==> config.mk <==
export PLATFORM = sky130hd
export DESIGN_NAME = gpio_port_register_block
export DESIGN_NICKNAME = d
export VERILOG_FILES = /design/src/design/gpr_pkg.sv /design/src/design/gpr_regfile.sv /design/src/design/gpr_pin_decode.sv /design/src/design/gpio_port_register_block.sv
export SDC_FILE = /design/constraint.sdc
export NUM_CORES = 1
export LEC_CHECK = 0
export BUFFER_PORTS_ARGS = -buffer_cell sky130_fd_sc_hd__clkbuf_2
export CORE_MARGIN = 2
export CORE_UTILIZATION = 57
export DETAILED_ROUTE_END_ITERATION = 7
export PLACE_DENSITY_LB_ADDON = 0.05
export SETUP_SLACK_MARGIN = 0.1
export SYNTH_ARGS = -nofsm -noshare
export SYNTH_HDL_FRONTEND = slang
export SYNTH_SLANG_ARGS = --single-unit
==> constraint.sdc <==
create_clock -name clk -period 4.59 [get_ports clk]
set_clock_uncertainty 0.1 [all_clocks]
set_input_delay 0.2295 -clock clk [delete_from_list [all_inputs] [get_ports clk]]
set_output_delay 0.2295 -clock clk [all_outputs]
set_load 0.01 [all_outputs]
==> src/design/gpr_pkg.sv <==
// Package for the GPIO port register block: request and result types,
// register select codes, reset values and the pin count.
// Used by every module of the block; it depends on nothing else.
`default_nettype none

package gpr_pkg;

	localparam int unsigned PIN_COUNT = 16;
	localparam logic [15:0] PIN_MASK = 16'((32'd1 << PIN_COUNT) - 32'd1);

	localparam logic [31:0] CFG_RESET = 32'h4444_4444;

	// Field codes inside one 4-bit pin nibble.
	localparam logic [1:0] MODE_INPUT = 2'b00;
	localparam logic [1:0] CNF_PULL   = 2'b10;

	typedef enum logic {
		REQ_READ  = 1'b0,
		REQ_WRITE = 1'b1
	} req_kind_t;

	typedef enum logic [2:0] {
		SEL_CFG_LOW  = 3'd0,
		SEL_CFG_HIGH = 3'd1,
		SEL_IN_DATA  = 3'd2,
		SEL_OUT_DATA = 3'd3,
		SEL_BIT_SR   = 3'd4
	} reg_sel_t;

	typedef struct packed {
		logic        req_type;
		logic [2:0]  reg_select;
		logic [31:0] write_data;
		logic [15:0] pad_levels;
	} req_t;

	typedef struct packed {
		logic [31:0] cfg_low;
		logic [31:0] cfg_high;
		logic [15:0] out_data;
	} port_state_t;

	typedef struct packed {
		logic [15:0] drive_enable;
		logic [15:0] drive_value;
		logic [15:0] pull_enable;
		logic [15:0] pull_up;
	} pin_ctrl_t;

	typedef struct packed {
		logic [31:0] read_data;
		logic        bad_access;
		pin_ctrl_t   pins;
	} result_t;

endpackage

`default_nettype wire

==> src/design/gpr_regfile.sv <==
// Port registers of the GPIO block: two configuration words and the output
// data word, with the read multiplexer and the write and set/reset merge.
// Depends on gpr_pkg.
`default_nettype none

module gpr_regfile (
	input  wire logic                clk,
	input  wire logic                arst_n,
	input  wire logic                commit,
	input  wire gpr_pkg::req_t       req,
	output      logic [31:0]         read_data,
	output      logic                bad_access,
	output      gpr_pkg::port_state_t state_next
);
	import gpr_pkg::*;

	logic [31:0] cfg_low_q;
	logic [31:0] cfg_high_q;
	logic [15:0] out_data_q;

	always_comb begin
		state_next.cfg_low  = cfg_low_q;
		state_next.cfg_high = cfg_high_q;
		state_next.out_data = out_data_q;
		read_data           = '0;
		bad_access          = 1'b0;
		if (req.req_type == REQ_READ) begin
			case (req.reg_select)
				SEL_CFG_LOW:  read_data = cfg_low_q;
				SEL_CFG_HIGH: read_data = cfg_high_q;
				SEL_IN_DATA:  read_data = {16'd0, req.pad_levels & PIN_MASK};
				SEL_OUT_DATA: read_data = {16'd0, out_data_q};
				SEL_BIT_SR:   read_data = '0;
				default:      bad_access = 1'b1;
			endcase
		end else begin
			case (req.reg_select)
				SEL_CFG_LOW:  state_next.cfg_low = req.write_data;
				SEL_CFG_HIGH: state_next.cfg_high = req.write_data;
				SEL_IN_DATA:  bad_access = 1'b1;
				SEL_OUT_DATA: state_next.out_data = req.write_data[15:0] & PIN_MASK;
				SEL_BIT_SR: begin
					// Set bits are merged after the clears, so set wins.
					state_next.out_data = ((out_data_q & ~req.write_data[31:16])
						| req.write_data[15:0]) & PIN_MASK;
				end
				default:      bad_access = 1'b1;
			endcase
		end
	end

	always_ff @(posedge clk or negedge arst_n) begin
		if (!arst_n) begin
			cfg_low_q  <= CFG_RESET;
			cfg_high_q <= CFG_RESET;
			out_data_q <= '0;
		end else if (commit) begin
			cfg_low_q  <= state_next.cfg_low;
			cfg_high_q <= state_next.cfg_high;
			out_data_q <= state_next.out_data;
		end
	end

endmodule

`default_nettype wire

==> src/design/gpr_pin_decode.sv <==
// Per-pin decode of mode and config nibbles into drive and pull controls.
// Purely combinational; depends on gpr_pkg.
`default_nettype none

module gpr_pin_decode (
	input  wire gpr_pkg::port_state_t state,
	output      gpr_pkg::pin_ctrl_t   pins
);
	import gpr_pkg::*;

	logic [63:0] cfg_all;

	assign cfg_all = {state.cfg_high, state.cfg_low};

	always_comb begin
		pins = '0;
		for (int i = 0; i < 16; i++) begin
			if (PIN_MASK[i]) begin
				if (cfg_all[4*i +: 2] != MODE_INPUT) begin
					// Open-drain pins only pull low.
					if (cfg_all[4*i + 2]) begin
						pins.drive_enable[i] = ~state.out_data[i];
					end else begin
						pins.drive_enable[i] = 1'b1;
						pins.drive_value[i]  = state.out_data[i];
					end
				end else if (cfg_all[4*i + 2 +: 2] == CNF_PULL) begin
					pins.pull_enable[i] = 1'b1;
					pins.pull_up[i]     = state.out_data[i];
				end
			end
		end
	end

endmodule

`default_nettype wire

==> src/design/gpio_port_register_block.sv <==
// Top level of the GPIO port register block: input register, register file,
// pin decode and result register. Depends on gpr_pkg, gpr_regfile and
// gpr_pin_decode.
//
// Each request is a read or write of one port register. It is registered on
// acceptance and executed once the result register can take its result,
// which is then registered there. One request is taken every cycle while the
// result path is not stalled; the single pass of decode and bit merging between
// the input register and the result register sets that rate. Ready drops only
// while a result is held by the consumer.
`default_nettype none

module gpio_port_register_block (
	input  wire logic         clk,
	input  wire logic         arst_n,
	input  wire logic         s_tvalid,
	output      logic         s_tready,
	input  wire logic [47:0]  s_tdata,  // write_data[31:0], pad_levels[47:32]
	input  wire logic [3:0]   s_tuser,  // req_type[0], reg_select[3:1]
	output      logic         m_tvalid,
	input  wire logic         m_tready,
	output      logic [95:0]  m_tdata,  // read_data, drive_enable, drive_value,
	                                    // pull_enable, pull_up
	output      logic [0:0]   m_tuser   // bad_access[0]
);
	import gpr_pkg::*;

	req_t        req_s1;
	logic        vld_s1;
	result_t     res_s2;
	logic        vld_s2;
	logic        advance;
	logic        commit;
	logic [31:0] rd_data;
	logic        rd_bad;
	port_state_t state_next;
	pin_ctrl_t   pins;

	assign advance  = !vld_s2 || m_tready;
	assign commit   = vld_s1 && advance;
	assign s_tready = !vld_s1 || advance;

	always_ff @(posedge clk or negedge arst_n) begin
		if (!arst_n) begin
			vld_s1 <= 1'b0;
		end else if (s_tready) begin
			vld_s1 <= s_tvalid;
		end
	end

	always_ff @(posedge clk) begin
		if (s_tvalid && s_tready) begin
			req_s1.req_type   <= s_tuser[0];
			req_s1.reg_select <= s_tuser[3:1];
			req_s1.write_data <= s_tdata[31:0];
			req_s1.pad_levels <= s_tdata[47:32];
		end
	end

	gpr_regfile u_regfile (
		.clk        (clk),
		.arst_n     (arst_n),
		.commit     (commit),
		.req        (req_s1),
		.read_data  (rd_data),
		.bad_access (rd_bad),
		.state_next (state_next)
	);

	gpr_pin_decode u_pin_decode (
		.state (state_next),
		.pins  (pins)
	);

	always_ff @(posedge clk or negedge arst_n) begin
		if (!arst_n) begin
			vld_s2 <= 1'b0;
		end else if (advance) begin
			vld_s2 <= vld_s1;
		end
	end

	always_ff @(posedge clk) begin
		if (commit) begin
			res_s2.read_data  <= rd_data;
			res_s2.bad_access <= rd_bad;
			res_s2.pins       <= pins;
		end
	end

	assign m_tvalid = vld_s2;
	assign m_tuser  = res_s2.bad_access;
	assign m_tdata  = {res_s2.pins.pull_up, res_s2.pins.pull_enable,
		res_s2.pins.drive_value, res_s2.pins.drive_enable, res_s2.read_data};

`ifndef ASSERT_OFF
	a_bad_reads_zero: assert property (@(posedge clk) disable iff (!arst_n)
		m_tvalid && m_tuser[0] |-> m_tdata[31:0] == 32'd0)
		else $error("bad request returned nonzero read data");

	a_drive_value_enabled: assert property (@(posedge clk) disable iff (!arst_n)
		m_tvalid |-> (m_tdata[63:48] & ~m_tdata[47:32]) == 16'd0)
		else $error("drive value set on an undriven pin");

	a_pull_exclusive: assert property (@(posedge clk) disable iff (!arst_n)
		m_tvalid |-> (m_tdata[79:64] & m_tdata[47:32]) == 16'd0
			&& (m_tdata[95:80] & ~m_tdata[79:64]) == 16'd0)
		else $error("pull control conflicts with drive control");

	a_stall_only_when_held: assert property (@(posedge clk) disable iff (!arst_n)
		!s_tready |-> vld_s1 && m_tvalid && !m_tready)
		else $error("input stalled while the result path was free");

	a_result_follows_commit: assert property (@(posedge clk) disable iff (!arst_n)
		commit |=> m_tvalid)
		else $error("executed request produced no result");
`endif

endmodule

`default_nettype wire
# After elaboration in Yosys (flattened, before gate mapping)
# Index checks and enable logic that the tools add are counted.
dict set report word_totals {
  regBits 231
  input_bits 56
  word_cells 243
}
dict set report op_classes {
  eq_ne 20
  mux 40
  bitwise 51
  reduce_logical 57
}
# op count
set ops {}
lappend ops {{$pmux W32 S4} 1}
lappend ops {{$mux W80} 1}
lappend ops {{$mux W32} 2}
lappend ops {{$reduce_or A2 Y1} 32}
lappend ops {{$not A1 Y1} 48}
lappend ops {{$mux W1} 35}
lappend ops {{$eq A2 B2 Y1 const B} 16}
lappend ops {{$pmux W16 S2} 1}
lappend ops {{$reduce_bool A2 Y1} 16}
lappend ops {{$and A16 B16 Y16} 1}
lappend ops {{$not A16 Y16} 1}
lappend ops {{$or A16 B16 Y16} 1}
lappend ops {{$eq A3 B2 Y1 const B} 2}
lappend ops {{$reduce_or A5 Y1} 1}
lappend ops {{$reduce_or A4 Y1} 1}
lappend ops {{$eq A3 B1 Y1 const B} 1}
lappend ops {{$eq A3 B3 Y1 const B} 1}
lappend ops {{$logic_not A3 Y1} 1}
lappend ops {{$logic_and A1 B1 Y1} 2}
lappend ops {{$logic_not A1 Y1} 2}
lappend ops {{$logic_or A1 B1 Y1} 2}

# Longest topological paths before layout
dict set report logic_depth {
  depth_word 8
  mapped_depth 8
}

# Modules after synthesis
# A second synthesis with hierarchy kept.
dict set report unflattened {
  cells_unflattened 658
  hier_area_um2 10193.5
}
# mod instances cells_per_inst area_per_inst_um2 seq_area_each_um2
set by_module_without_submodules {}
lappend by_module_without_submodules {gpr_regfile 1 421 4952.2 2021.9}
lappend by_module_without_submodules {gpio_port_register_block 1 157 4578.1 4524.3}
lappend by_module_without_submodules {gpr_pin_decode 1 80 663.1 0.0}

# Worst setup path after synthesis
# No wires, ideal clock.
dict set report synth_timing {
  kind {register to register}
  start {register vld_s2, in the netlist m_tvalid}
  end {register u_regfile.cfg_high_q[11]}
  arrival_ns 3.560
  path_slack_ns 0.805
  path_stages_with_launch 7
  path_buffers 1
  cell_sequence {dfrtp_1 nand2b_1 nand2_1 inv_1 nand2_1 buf_2 mux2_2}
}
dict set report synth_between {
  elab_chain_len 3
}
# item line_no
set synth_lines {}
lappend synth_lines {{start: declaration} gpio_port_register_block.sv:31} ;# logic vld_s2;
lappend synth_lines {{start signal: assignment} gpio_port_register_block.sv:79} ;# vld_s2 <= vld_s1;
lappend synth_lines {{$logic_not A1 Y1} gpio_port_register_block.sv:39} ;# assign advance = !vld_s2 || m_tready;
lappend synth_lines {{$logic_or A1 B1 Y1} gpio_port_register_block.sv:39}
lappend synth_lines {{$logic_and A1 B1 Y1} gpio_port_register_block.sv:40} ;# assign commit = vld_s1 && advance;
lappend synth_lines {{via commit} gpio_port_register_block.sv:33} ;# logic commit;
lappend synth_lines {{end signal: assignment} gpr_regfile.sv:59} ;# cfg_high_q <= state_next.cfg_high;
lappend synth_lines {{end: declaration} gpr_regfile.sv:18} ;# logic [31:0] cfg_high_q;
# The timed path passes the listed nets, and every way through them passes these cells.
# A chain may end at the register's enable or synchronous reset.

# Final worst setup path
dict set report layout_timing {
  start {register req_s1[51] (netlist name)}
  end {register res_s2 (netlist bit m_tdata[58]) (data pin)}
}
dict set report layout_between {
  elab_chain_len 4
}
# item line_no
set layout_lines {}
lappend layout_lines {{start: declaration} gpio_port_register_block.sv:28} ;# req_t req_s1;
lappend layout_lines {{$mux W80 *} gpr_regfile.sv:27} ;# if (req.req_type == REQ_READ) begin
lappend layout_lines {{$reduce_bool A2 Y1} gpr_pin_decode.sv:19} ;# if (cfg_all[4*i +: 2] != MODE_INPUT) begin
lappend layout_lines {{$not A1 Y1 (no line)} --}
lappend layout_lines {{$reduce_or A2 Y1 (no line)} --}
lappend layout_lines {{end: declaration} gpio_port_register_block.sv:30} ;# result_t res_s2;
# Mark *: on every way between the ends. The rest lies on a longest branch, timed or not.

==> out/qor.csv <==
stage,metric,value,unit
setup_path,end_kind,flip-flop,
pwr,power_leakage,4.95,nW
cells_and_area,final_common_cell,clkbuf_2,
clock_network,post_cts.repair.setup_buffers,0,
clock_network,h-tree-depth,1,
routing,route.vias.total,6805,
global_route,first_global_vias,6732,
synthesis,synth-seq-area-share,64.9,%
setup_path,slowest_delay,0.94,ns
timing,fin_crit,3.14,ns
die,die_area,18800,µm²
synthesis,ys_ff_latch,231,
cells_and_area,layout-drive-gt1-share,38.0,%
setup_path,cp-start-kind,flip-flop,
synthesis,syn_avg_cell_area,15.0,µm²
global_route,grt_use_total,27.2,%
die,core,17300,µm²
cells_and_area,final_nets,937,
global_route,grt_overflow_total,0,
routing,antenna_left,0,
routing,drt-total-wl,25000,µm
clock_network,clock-sinks,231,
synthesis,synthFlopType,edfxtp_1,
synthesis,synth_area,10100,µm²
timing,setup_viol,0,
cells_and_area,diodes,0,
clock_network,path_clk_slew,0.06,ns
timing,finalHoldViolCount,0,
setup_path,cp_slowest_cell,edfxtp_1,
setup_path,path_cells,nand4bb_1 -> buf_4 -> mux2_2 -> a2111oi_0,
place,place_hpwl,16500,µm
pwr,power,0.00584,W
die,ios,155,
timing,max_freq,318,MHz
clock_network,root_buffer,clkbuf_16,
die,initial_utilization,58.3,%
timing,slew_viol_final,0,
setup_path,crit_family,flip-flops,
cells_and_area,syn2layout_area_growth,21.7,%
worst_hold_path,worstHoldPathType,primary input to flip-flop,
clock_network,cts_buffer_depth,3,
run,cap_violations,0,
synthesis,ys_warn_count,0,
pwr,max-vdd-ir-drop,0.327,mV
cells_and_area,nFillCells,1166,
timing,rsz0062_at_grt,false,
timing,relSlewSlack,19.9,%
timing,fin_crit_sh,68.5,%
synthesis,syn_nets,729,
setup_path,critPathMaxFanout,25,
place,pre_cts_ws,1.48,ns
routing,drt-initial-drc-count,749,
clock_network,cts_tree,done,
die,die-height,137,µm
synthesis,async_flop_share,35.5,%
global_route,grt_pass1_wl,38400,µm
setup_path,arrival,3.30,ns
timing,hold_ws,0.339,ns
routing,drc,0,
routing,viasPerCell,6.05,
timing,fin_ws,1.45,ns
run_status,status,finished clean,
setup_path,crit_type,flip-flop to flip-flop,
global_route,antenna_found_initial,0,
clock_network,cts_buffers,24,
timing,worst_slew_pin_slew,1.20,ns
setup_path,cp.buffers_inverters,1,
timing,finalSetupTns,0,ns
setup_path,required,4.75,ns
routing,dr.pass1.iters,7,
synthesis,yosysUniqueCellTypes,49,
clock_network,clk_latency,0.51,ns
place,io_buffers,154,
place,gp_congestion,0.897,
cells_and_area,mostFrequentLayoutCells,"clkbuf_2, edfxtp_1, dfrtp_1",
synthesis,synth-edff-count,149,
die,chipWidth,137,µm
synthesis,synth_cells,673,
die,num_rows,48,
routing,wl_per_cell,22.3,µm
pwr,power_density,476,nW/µm²
global_route,grt_max_degree,83,
registers in the layout, summed over array words and instances (netlist names):
| signal | count |
|---|---|
| u_regfile.cfg_high_q | 32 |
| m_tdata | 96 |
| req_s1 | 52 |
| m_tuser | 1 |
| m_tvalid | 1 |
| u_regfile.out_data_q | 16 |
| vld_s1 | 1 |
| u_regfile.cfg_low_q | 32 |
cell usage after synthesis, types with 5 or more instances:
cell type	n	area, µm²
a32oi_1	16	140
dfrtp_1	66	1650
and2_1	9	56.3
o21ai_1	6	30.0
a222oi_1	15	150
a21oi_1	5	25.0
a32o_1	8	80.1
clkbuf_1	11	41.3
nand2_1	37	139
mux2i_1	16	160
o21ai_0	24	120
a221oi_1	6	52.6
dfstp_2	16	420
nor3_1	17	85.1
buf_2	16	80.1
buf_6	9	101
nor4b_1	16	140
inv_1	5	18.8
nor2b_1	10	62.6
mux2_2	62	698
nand3_1	16	80.1
mux2_4	34	510
edfxtp_1	149	4470
nor2_1	39	146
a2111oi_2	5	75.1
nand3b_1	9	67.6
o21a_1	8	60.1
stage by stage:
stage | std cells | utilization (%) | instance area, µm²
2_1_floorplan | 673 | - | 10100
3_3_place_gp | 1024 | 63.5 | 11000
3_5_place_dp | 1024 | 63.5 | 11000
4_1_cts | 1124 | 71.0 | 12300
5_1_grt | 1124 | 71.0 | 12300
6_report | 1124 | 71.0 | 12300
routing by layer:
metal	GRT usage, %	part of all wire, %	vias up
met2	44.2	49	302
met1	38.2	42	3426
met4	8.25	2.5	0
met5	0	0	-
met3	4.00	6.7	54
li1	-	-	3023
final timing paths:
path | start | endpoint | slack, ns | cells past startpoint
max | req_s1[51] | m_tdata[58] | 1.45 | 4
min | s_tdata[19] | req_s1[35] | 0.34 | 2
max reg2reg | req_s1[51] | m_tdata[58] | 1.45 | 4
min reg2reg | u_regfile.out_data_q[0] | u_regfile.out_data_q[0] | 0.41 | 2
max in group asynchronous | arst_n | u_regfile.cfg_low_q[17] | 3.31 | 2
min in group asynchronous | arst_n | u_regfile.out_data_q[2] | 0.35 | 2
cells by family after synthesis:
logic type / share of synthesized area, %
AO/OA/AOI/OAI: 8.72
AND/OR/NAND/NOR: 9.89
flip-flops: 64.9
buffers and inverters: 2.88
multiplexers: 13.6
timing repair:
| item | CTS | global route |
|---|---|---|
| endpoints found under the setup margin | 0 | 0 |
| resized for setup | 0 | 0 |
| hold buffers | 56 | 0 |
| hold endpoints to repair | 120 | 0 |
area by class of cell:
class | instances | area (µm²) | area share [%]
tap | 225 | 282 | 2.29
clock inverter | 7 | 36.3 | 0.296
inverter | 9 | 35.0 | 0.285
sequential | 231 | 6550 | 53.3
multi-input combinational | 392 | 3250 | 26.5
timing repair buffer | 223 | 1430 | 11.7
clock buffer | 37 | 691 | 5.63
report_power, final:
group	switching, W	internal, W	leakage [nW]
Combinational	0.000523	0.000564	2.14
Sequential	0.000321	0.00266	2.46
Clock	0.000746	0.00103	0.356
Total	0.00159	0.00425	4.95
Note: power is estimated with default switching activity, not from simulation.
